--- src/hdl/fif_pkg.sv ---
// free interval finder package: beat types, sequencer states and time constants
// no dependencies
package fif_pkg;

	localparam int unsigned TimeW = 32;
	localparam int unsigned IdxW  = 6;
	localparam logic [TimeW-1:0] TimeInf = '1;

	typedef enum logic {
		ACT_ADD    = 1'b0,
		ACT_FINISH = 1'b1
	} action_t;

	typedef struct packed {
		logic             action;
		logic [TimeW-1:0] res_start;
		logic [TimeW-1:0] res_end;
	} item_t;

	typedef struct packed {
		logic [TimeW-1:0] gap_start;
		logic [TimeW-1:0] gap_end;
		logic [IdxW-1:0]  gap_index;
		logic             gap_valid;
		logic             overflow;
		logic             last;
	} rslt_t;

	typedef enum logic [1:0] {
		ST_IDLE,
		ST_SCAN,
		ST_EVAL,
		ST_FINAL
	} state_t;

endpackage

--- src/hdl/fif_ram.sv ---
// generic single write port, single read port ram with registered read data
// no dependencies
module fif_ram #(
	parameter int unsigned Width = 64,
	parameter int unsigned Depth = 32
) (
	input  logic                                   clk,
	input  logic                                   we,
	input  logic [(Depth > 1 ? $clog2(Depth) : 1)-1:0] waddr,
	input  logic [Width-1:0]                       wdata,
	input  logic [(Depth > 1 ? $clog2(Depth) : 1)-1:0] raddr,
	output logic [Width-1:0]                       rdata
);
	logic [Width-1:0] mem_q [Depth];

	always_ff @(posedge clk) begin
		if (we) begin
			mem_q[waddr] <= wdata;
		end
		rdata <= mem_q[raddr];
	end
endmodule

--- src/hdl/free_interval_finder_core.sv ---
// free interval finder top level: reservation store, selection sort sweep, result register
// depends on fif_pkg and fif_ram
// add beats are accepted back to back while the sequencer is idle; they give no result
// a finish beat runs n passes for n stored reservations: each of the n
// sorted positions is found by a full pass over the store through its single read port
// results leave through one output register; a stalled result holds the sweep
// reset (arst_n low) empties the store count and clears the overflow flag; store data has no reset
module free_interval_finder_core #(
	parameter int unsigned MAX_RESERVATIONS = 32
) (
	input  logic          clk,
	input  logic          arst_n,
	input  logic          item_valid,
	output logic          item_stall,
	input  fif_pkg::item_t item,
	output logic          rslt_valid,
	input  logic          rslt_stall,
	output fif_pkg::rslt_t rslt
);
	import fif_pkg::*;

	localparam int unsigned AW = (MAX_RESERVATIONS > 1) ? $clog2(MAX_RESERVATIONS) : 1;
	localparam int unsigned CW = $clog2(MAX_RESERVATIONS + 1);
	localparam logic [CW-1:0] MaxCnt = CW'(MAX_RESERVATIONS);

	state_t state_q, state_d;

	// store bookkeeping
	logic [CW-1:0] cnt_q;
	logic          dropped_q;

	// scan: read address counter and the registered read stage
	logic [CW-1:0]      ra_q;
	logic               rd_vld_s1;
	logic [CW-1:0]      ra_s1;
	logic [2*TimeW-1:0] rdata;
	logic [TimeW-1:0]   rd_start, rd_end;

	// selection: best candidate of this pass, key of previous pick
	logic               found_q;
	logic [TimeW-1:0]   bs_q, be_q;
	logic [CW-1:0]      bi_q;
	logic [TimeW-1:0]   ps_q;
	logic [CW-1:0]      pi_q;
	logic [CW-1:0]      pass_q;

	// sweep
	logic [TimeW-1:0]   cov_q;
	logic               pend_q;
	logic [TimeW-1:0]   pend_gs_q, pend_ge_q;
	logic [CW-1:0]      pend_idx_q;

	logic item_acc, add_acc, fin_acc, wr_en;
	logic can_emit, is_gap, eval_go, final_go, qualify, better, scan_done;
	logic push;
	rslt_t push_data;

	assign item_acc = item_valid && !item_stall;
	assign add_acc  = item_acc && (item.action == ACT_ADD);
	assign fin_acc  = item_acc && (item.action == ACT_FINISH);
	assign wr_en    = add_acc && (cnt_q < MaxCnt);
	assign can_emit = !rslt_valid || !rslt_stall;

	fif_ram #(.Width(2 * TimeW), .Depth(MAX_RESERVATIONS)) u_store (
		.clk   (clk),
		.we    (wr_en),
		.waddr (cnt_q[AW-1:0]),
		.wdata ({item.res_start, item.res_end}),
		.raddr (ra_q[AW-1:0]),
		.rdata (rdata)
	);
	assign rd_start = rdata[2*TimeW-1:TimeW];
	assign rd_end   = rdata[TimeW-1:0];

	// stable order: key is (start, arrival index)
	assign qualify   = (pass_q == '0) || (rd_start > ps_q) ||
	                   ((rd_start == ps_q) && (ra_s1 > pi_q));
	assign better    = !found_q || (rd_start < bs_q);
	assign scan_done = rd_vld_s1 && (ra_s1 == cnt_q - CW'(1));

	assign is_gap   = bs_q > cov_q;
	assign eval_go  = !is_gap || !pend_q || can_emit;
	assign final_go = can_emit && !(pend_q && (cov_q != TimeInf));

	// next state
	always_comb begin
		state_d = state_q;
		case (state_q)
			ST_IDLE: begin
				if (fin_acc) begin
					state_d = (cnt_q == '0) ? ST_FINAL : ST_SCAN;
				end
			end
			ST_SCAN: begin
				if (scan_done) begin
					state_d = ST_EVAL;
				end
			end
			ST_EVAL: begin
				if (eval_go) begin
					state_d = (pass_q == cnt_q - CW'(1)) ? ST_FINAL : ST_SCAN;
				end
			end
			ST_FINAL: begin
				if (final_go) begin
					state_d = ST_IDLE;
				end
			end
			default: state_d = ST_IDLE;
		endcase
	end

	// outputs of the sequencer: stall and the beat pushed into the result register
	always_comb begin
		item_stall = 1'b1;
		push       = 1'b0;
		push_data  = '{gap_start: pend_gs_q, gap_end: pend_ge_q,
		               gap_index: IdxW'(pend_idx_q), gap_valid: 1'b1,
		               overflow: dropped_q, last: 1'b0};
		case (state_q)
			ST_IDLE: item_stall = 1'b0;
			ST_SCAN: ;
			ST_EVAL: begin
				// a new gap pushes the one held back
				push = is_gap && pend_q && can_emit;
			end
			ST_FINAL: begin
				push = can_emit;
				if (pend_q) begin
					push_data.last = (cov_q == TimeInf);
				end else if (cov_q != TimeInf) begin
					push_data.gap_start = cov_q;
					push_data.gap_end   = TimeInf;
					push_data.gap_index = IdxW'(cnt_q);
					push_data.last      = 1'b1;
				end else begin
					// no gap at all
					push_data.gap_start = '0;
					push_data.gap_end   = '0;
					push_data.gap_index = '0;
					push_data.gap_valid = 1'b0;
					push_data.last      = 1'b1;
				end
			end
			default: ;
		endcase
	end

	// control registers
	always_ff @(posedge clk or negedge arst_n) begin
		if (!arst_n) begin
			state_q    <= ST_IDLE;
			cnt_q      <= '0;
			dropped_q  <= 1'b0;
			rd_vld_s1  <= 1'b0;
			found_q    <= 1'b0;
			pend_q     <= 1'b0;
			rslt_valid <= 1'b0;
			ra_q       <= '0;
			pass_q     <= '0;
		end else begin
			state_q <= state_d;
			if (wr_en) begin
				cnt_q <= cnt_q + CW'(1);
			end else if (add_acc) begin
				dropped_q <= 1'b1;
			end
			rd_vld_s1 <= (state_q == ST_SCAN) && (ra_q < cnt_q) && !scan_done;
			if (fin_acc) begin
				pass_q  <= '0;
				ra_q    <= '0;
				found_q <= 1'b0;
				pend_q  <= 1'b0;
			end
			if (state_q == ST_SCAN) begin
				if (scan_done) begin
					ra_q <= '0;
				end else if (ra_q < cnt_q) begin
					ra_q <= ra_q + CW'(1);
				end
				if (rd_vld_s1 && qualify && better) begin
					found_q <= 1'b1;
				end
			end
			if (state_q == ST_EVAL && eval_go) begin
				pass_q  <= pass_q + CW'(1);
				found_q <= 1'b0;
				if (is_gap) begin
					pend_q <= 1'b1;
				end
			end
			if (state_q == ST_FINAL && push) begin
				pend_q <= 1'b0;
			end
			if (state_q == ST_FINAL && final_go) begin
				cnt_q     <= '0;
				dropped_q <= 1'b0;
			end
			if (push) begin
				rslt_valid <= 1'b1;
			end else if (!rslt_stall) begin
				rslt_valid <= 1'b0;
			end
		end
	end

	// payload registers
	always_ff @(posedge clk) begin
		ra_s1 <= ra_q;
		if (fin_acc) begin
			cov_q <= '0;
		end
		if (state_q == ST_SCAN && rd_vld_s1 && qualify && better) begin
			bs_q <= rd_start;
			be_q <= rd_end;
			bi_q <= ra_s1;
		end
		if (state_q == ST_EVAL && eval_go) begin
			ps_q <= bs_q;
			pi_q <= bi_q;
			if (be_q > cov_q) begin
				cov_q <= be_q;
			end
			if (is_gap) begin
				pend_gs_q  <= cov_q;
				pend_ge_q  <= bs_q;
				pend_idx_q <= pass_q;
			end
		end
		if (push) begin
			rslt <= push_data;
		end
	end

`ifndef NO_ASSERTIONS
	a_last_ends_run: assert property (@(posedge clk) disable iff (!arst_n)
		push && push_data.last |=> state_q == ST_IDLE)
		else $error("last result pushed but sequencer not idle");
	a_cnt_bound: assert property (@(posedge clk) disable iff (!arst_n)
		cnt_q <= MaxCnt)
		else $error("store count beyond capacity");
	a_read_in_scan: assert property (@(posedge clk) disable iff (!arst_n)
		rd_vld_s1 |-> state_q == ST_SCAN)
		else $error("store read data outside a scan");
	a_no_pend_idle: assert property (@(posedge clk) disable iff (!arst_n)
		state_q == ST_IDLE |-> !pend_q)
		else $error("held gap left over after a run");
`endif
endmodule
--- config.mk ---
export PLATFORM = sky130hd
export DESIGN_NAME = free_interval_finder_core
export DESIGN_NICKNAME = d
export VERILOG_FILES = /design/src/hdl/fif_pkg.sv /design/src/hdl/fif_ram.sv /design/src/hdl/free_interval_finder_core.sv
export SDC_FILE = /design/constraint.sdc
export NUM_CORES = 2
export LEC_CHECK = 0
export BUFFER_PORTS_ARGS = -buffer_cell sky130_fd_sc_hd__buf_2
export CORE_MARGIN = 2
export CORE_UTILIZATION = 47
export DETAILED_ROUTE_END_ITERATION = 7
export PLACE_DENSITY = 0.66
export SYNTH_ARGS = -nofsm -noshare
export SYNTH_HDL_FRONTEND = slang
export SYNTH_SLANG_ARGS = --single-unit
export TNS_END_PERCENT = 30
--- constraint.sdc ---
create_clock -name clk -period 11.3 [get_ports clk]
set_input_delay 2.825 -clock clk [delete_from_list [all_inputs] [get_ports clk]]
set_output_delay 2.825 -clock clk [all_outputs]
set_load 0.02 [all_outputs]
After elaboration in Yosys (flattened, before gate mapping). Memories as Yosys holds them, arrays and structs flattened. A register that Yosys moved wholly into a read port is not among the register bits. Index checks and enable logic that the tools add are counted.

Register bits after elaboration: 314. Memory bits (writable): 2048. Input port bits: 69. Output and inout port bits: 75. Word-level logic and storage cells: 136. Memories kept: 1.

$add $sub $neg: 4. Magnitude comparators: 7. Equality and inequality tests: 14. Multiplexer cells: 40. Bitwise logic cells: 2. Reductions and logical operators: 43.

Memories: u_store.mem_q (words 32, width 64, rd ports 1, clocked after memory_dff 1, write ports 1, line fif_ram.sv:14) `logic [Width-1:0] mem_q [Depth];`.

Operators by type and width (number): 71-bit two-way mux (2); 32-bit greater-than comparator (3); 32-bit two-way mux (3); 70-bit two-way mux (1); 6-bit two-way mux (8); 32-bit equality test (1); 32-bit equality test (second input constant) (1); 32-bit less-than comparator (1); 32-bit inequality test (second input constant) (1); 1-bit logical AND (20); 6-bit by 1-bit adder with 6-bit output (second input constant) (3); 1-bit two-way mux (18); 6-bit equality test (2); 6-bit zero test (2); 2-bit two-way mux (6); 2-bit inequality test (second input constant) (5); 2-bit case mux with 4 select lines (1); 1-bit zero test (7); 6-bit greater-than comparator (1); 1-bit logical OR (6); 6-bit less-than comparator (1); 6-bit less-than comparator (second input constant) (1); 2-bit nonzero test (3); 6-bit by 1-bit subtractor with 6-bit output (second input constant) (1); 9 further kinds (12).

Depth between registers and ports, before layout.
Word-level depth: 8. Mapped depth: 12. Mapped depth without buffers: 10.

Modules after synthesis. From an unflattened synthesis, not the netlist that was laid out.

Cell total of the unflattened synthesis: 4267. Area total of the unflattened synthesis: 93736.2 µm².

Modules (own cells, without submodules): fif_ram (instances 1, cells each 3097, area an instance 78964.5 µm², sequential area each 62780.2 µm²); free_interval_finder_core (instances 1, cells each 1170, area an instance 14771.7 µm², sequential area each 8923.6 µm²).

Worst setup path after synthesis. No wires, ideal clock.

Kind: register to register. Start point: register ps_q[0]. End point: register be_q[0], enable pin. Library setup time: 674 ps. Arrival: 8243 ps. Required time: 10626 ps. Path slack: 2383 ps. Cell stages (with the launch flop): 9. Buffers on the path: 0. Clock period less this slack: 8917 ps. Path through: edfxtp_1 ha_1 nand2b_1 a21o_1 a211oi_1 o31a_1 o21ai_0 a21oi_1 nor4_1.

Word-level cells in the longest chain between the ends: 5. Elaborated cells between the ends (all ways): 7. Classes of those cells: order compare (1); eq/ne (1); reduce/logical (5).

Ends and longest elaborated chain: from (decl) (line free_interval_finder_core.sv:43) `logic [TimeW-1:0] ps_q;`; from (signal assigned) (line free_interval_finder_core.sv:219) `ps_q <= bs_q;`; 32-bit greater-than comparator / 32-bit equality test (equally long branches) (line free_interval_finder_core.sv:76, free_interval_finder_core.sv:77); 1-bit logical OR / 1-bit logical AND (equally long branches) (line free_interval_finder_core.sv:76, free_interval_finder_core.sv:77); 1-bit logical OR (*) (line free_interval_finder_core.sv:76) `assign qualify = (pass_q == '0) || (rd_start > ps_q) ||`; 1-bit logical AND (*) (2 in a row) (line free_interval_finder_core.sv:213) `if (state_q == ST_SCAN && rd_vld_s1 && qualify && better) begin`; to (signal assigned) (line free_interval_finder_core.sv:215) `be_q <= rd_end;`; to (decl) (line free_interval_finder_core.sv:41) `logic [TimeW-1:0] bs_q, be_q;`.

Mark *: on every way between the ends. The rest lies on a longest branch, timed or not. A chain may end at the register's enable or synchronous reset.

Final worst setup path.
Start point: input item_valid. End point: memory u_store.mem_q[31][3], enable pin.

Word-level cells in the longest chain between the ends: 5.

Ends and longest elaborated chain: from (decl) (line free_interval_finder_core.sv:13) `input logic item_valid,`; 1-bit logical AND (line free_interval_finder_core.sv:58) `assign item_acc = item_valid && !item_stall;`; 1-bit logical AND (line free_interval_finder_core.sv:59) `assign add_acc = item_acc && (item.action == ACT_ADD);`; 1-bit logical AND (line free_interval_finder_core.sv:61) `assign wr_en = add_acc && (cnt_q < MaxCnt);`; 1-bit two-way mux (line fif_ram.sv:17) `if (we) begin`; 1-bit two-way mux (not written as such) (line fif_ram.sv:18) `mem_q[waddr] <= wdata;`; to (decl) (line fif_ram.sv:14).

No other way between the ends.

==> metrics.txt <==
fin. max-slew vios=0; sequential-to-total area share from yosys stat=about three quarters; total gr overflow=0; HP Start=u_store.rdata[5]; Yosys top cell area share=about 74%; Synth Warn #=0; met2 WL=106000 um; # DRC=0; sw frac=around 30%; Layout Skew=50.4 ps; Async SR Flop Fraction=1.03%; worst flop-to-flop path startpoint=state_q[1]; synthesized flop and latch total=2426; worst path arrival time=6110 ps; WL/cell=31.4 um; Most common cell on crit path=nand2_1; Post-CTS Setup Bufs=0; syn avg cell area=22.3 um^2; power density cells=240 mW/mm^2; hold worst-path end=be_q[5]; post-layout minimum cycle time=5640 ps; Unique masters post-synth=63; Placement Cell Area=0.0975 mm^2; H-tree Lvls=4; nets=4651; vias in the first global route=43100; dpl hpwl=140000 um; DR vias=44200; crit path cell chain=buf_2, nand2_1, nor3_2, nand2_1, nor2_4, buf_4; area leader, netlist=edfxtp_1; Fin. Hold Viols=0; Sequential Power Share=between 40% and 50%; Starting Density=47.3%; Area Growth Syn to Fin=12.3%; Std-Cell Rows=roughly 160; Detailed Route WL=about 230000 um; Tightest Pin Transition=1210 ps; number of synthesized flops with an enable pin=2299; Max FO, Critical Path=44; highest routed layer=met5; Post-Syn Area=approximately 0.093 mm^2; post-CTS sizing=0; post-route cell area=between 0.1 and 0.15 mm^2; Max VDD drop=0.000190 V; count leader, synth=edfxtp_1; pin count of the biggest net entering global routing=between 100 and 150; Tcrit/Tclk final=49.9%; Die W=~450 um; GRT Total Usage=22.6%; endpoint class of the critical path=flip-flop; total CTS buffers=226; largest cells by area after synthesis=edfxtp_1, mux4_2, dfxtp_1, ha_1, mux2_2; status=completed; Core Area=between 0.15 and 0.2 mm^2; Crit path buffers/inverters=2; share of cells above drive strength 1=~28%; unrepaired setup endpoints after global routing=false; Iteration-0 DRC Markers=roughly 5600; commonest cells in the netlist=edfxtp_1, mux4_2, inv_1; vias per cell=6.07; Clk pin slew, worst setup/hold paths=60 ps; CTS tree=built; Hold WC Path Type=flip-flop to flip-flop; drt pass-1 iters=5; Primary FF master, synth=edfxtp_1; length in cells of the worst reg-to-reg path=6; filler-free cell count of the finished design=7283; Clock Path Buffers=3; first-pass GRT wire length=326000 um; RR Endpoint=u_store.mem_q[31][3]; Setup CP Type=primary input to flip-flop; met3 wire len=21000 um; Root Buffer Master=clkbuf_16; CP max stage cell=nor2_4; Metal-1 WL=between 90000 and 100000 um; crit-path max cell delay=900 ps; R2R setup slack=roughly 6800 ps; maxcap violations=0; CP Data Required Time=11770 ps; net switching power=7.44 mW; storage element area=0.0717 mm^2; routability cong.=0.846; fillers=about 15000; Die H=between 400 and 500 um; die footprint=0.202 mm^2; placed insts=between 6000 and 7000; multi-input combinational cell area=0.0206 mm^2; Gate Count Post-Synth=4187; Syn Nets=between 4000 and 5000; final setup violating endpoints=0; CTS hold repair buffers=0; Startpoint Class=primary input; # port buffers=143; Int Pwr=between 15 and 20 mW; FMAX=0.177 GHz; clock power share=between 30% and 40%; relative slew slack=19.4%; Top Ports=144; Hold Crit Depth=0; Setup TNS=0 ps; Skew-Pair Late Insertion Delay=870 ps; post-route ant nets=0; initial antenna violation count=46; family with the most delay on the worst path=simple AND/OR/NAND/NOR gates; combinational power share=26.2%; leak pwr=33.8 nW; TritonCTS Sinks=2426
==> layout by cell type (no fill, tap or decap), types with 31 or more instances in the layout <==
cell and count:
edfxtp_1 2299, mux4_2 640, clkbuf_16 233, inv_1 151
ha_1 145, buf_2 143, nand2_1 116, dfxtp_1 102
mux2_2 65, buf_4 61, clkbuf_1 59, a21oi_1 52
clkinv_1 43, o31ai_1 40, clkinv_2 37, mux2i_1 35
o21a_1 33, nor2_4 33, nor2_1 31
==> how the worst max path moves through the flow <==
| stage | start | to | slack [ps] | cells past startpoint |
|---|---|---|---|---|
| after global routing | item_valid | u_store.mem_q[31][14] | 5540 | 6 |
| after global placement | item_valid | u_store.mem_q[11][23] | 4800 | 6 |
| after detailed placement | item_valid | u_store.mem_q[11][23] | 4800 | 6 |
| after floorplan | ps_q[0] | be_q[0] | 2380 | 8 |
| after CTS | item_valid | u_store.mem_q[23][23] | 5700 | 6 |
| final | item_valid | u_store.mem_q[31][3] | 5660 | 6 |
==> state kept, by name, indices dropped and copies added (netlist names), 32 cells and up <==
signal	cells
pend_ge_q	32
u_store.rdata	64
pend_gs_q	32
be_q	32
ps_q	32
rslt	73
cov_q	32
bs_q	32
u_store.mem_q	2048
==> cell families after synthesis <==
group / synth area share [%]
simple gates: 1.47
fa+ha+maj: 1.94
mux: 16.6
xor+xnor: 0.197
flops: 76.7
compound gates: 1.60
buf+inv: 1.48
==> per-layer routing <==
layer	vias up	global-route usage, %
met2	2235	34.1
met5	-	0
met3	313	3.63
li1	18000	-
met4	14	5.87
met1	23700	34.7
==> power groups by stage <==
stage | sequential [mW] | clock, mW | combinational, mW
CTS | 11.0 | 7.66 | 6.66
detailed placement | 11.2 | 0 | 6.63
global route | 11.1 | 8.00 | 7.03
finish | 11.0 | 7.55 | 6.60
global placement | 11.2 | 0 | 6.58
floorplan | 11.0 | 0 | 4.40
==> layout make-up <==
type / instances / share of cell area, %
Sequential cell: 2426 / 68.3
Clock buffer: 309 / 5.99
Inverter: 153 / 0.552
Timing Repair Buffer: 210 / 1.23
Antenna cell: 9 / 0.0215
Clock inverter: 116 / 1.06
Tap cell: 2640 / 3.15
Multi-Input combinational cell: 1420 / 19.7
==> stage by stage <==
step	setup slack, ps	util (%)	hold WS, ps	total power, mW
2_1_floorplan	2380	-	369	15.4
3_3_place_gp	4800	49.4	387	17.8
3_5_place_dp	4800	49.4	389	17.8
4_1_cts	5700	53.2	400	25.3
5_1_grt	5540	53.2	405	26.1
6_report	5660	53.2	403	25.2
==> worst register-to-register path, delay by kind of cell (launching register included) <==
kind / cells / cell delay (ps)
buf+inv: 1 / 860
flops: 1 / 520
simple gates: 5 / 2700
No activity file was read; power rests on OpenSTA's default activity.
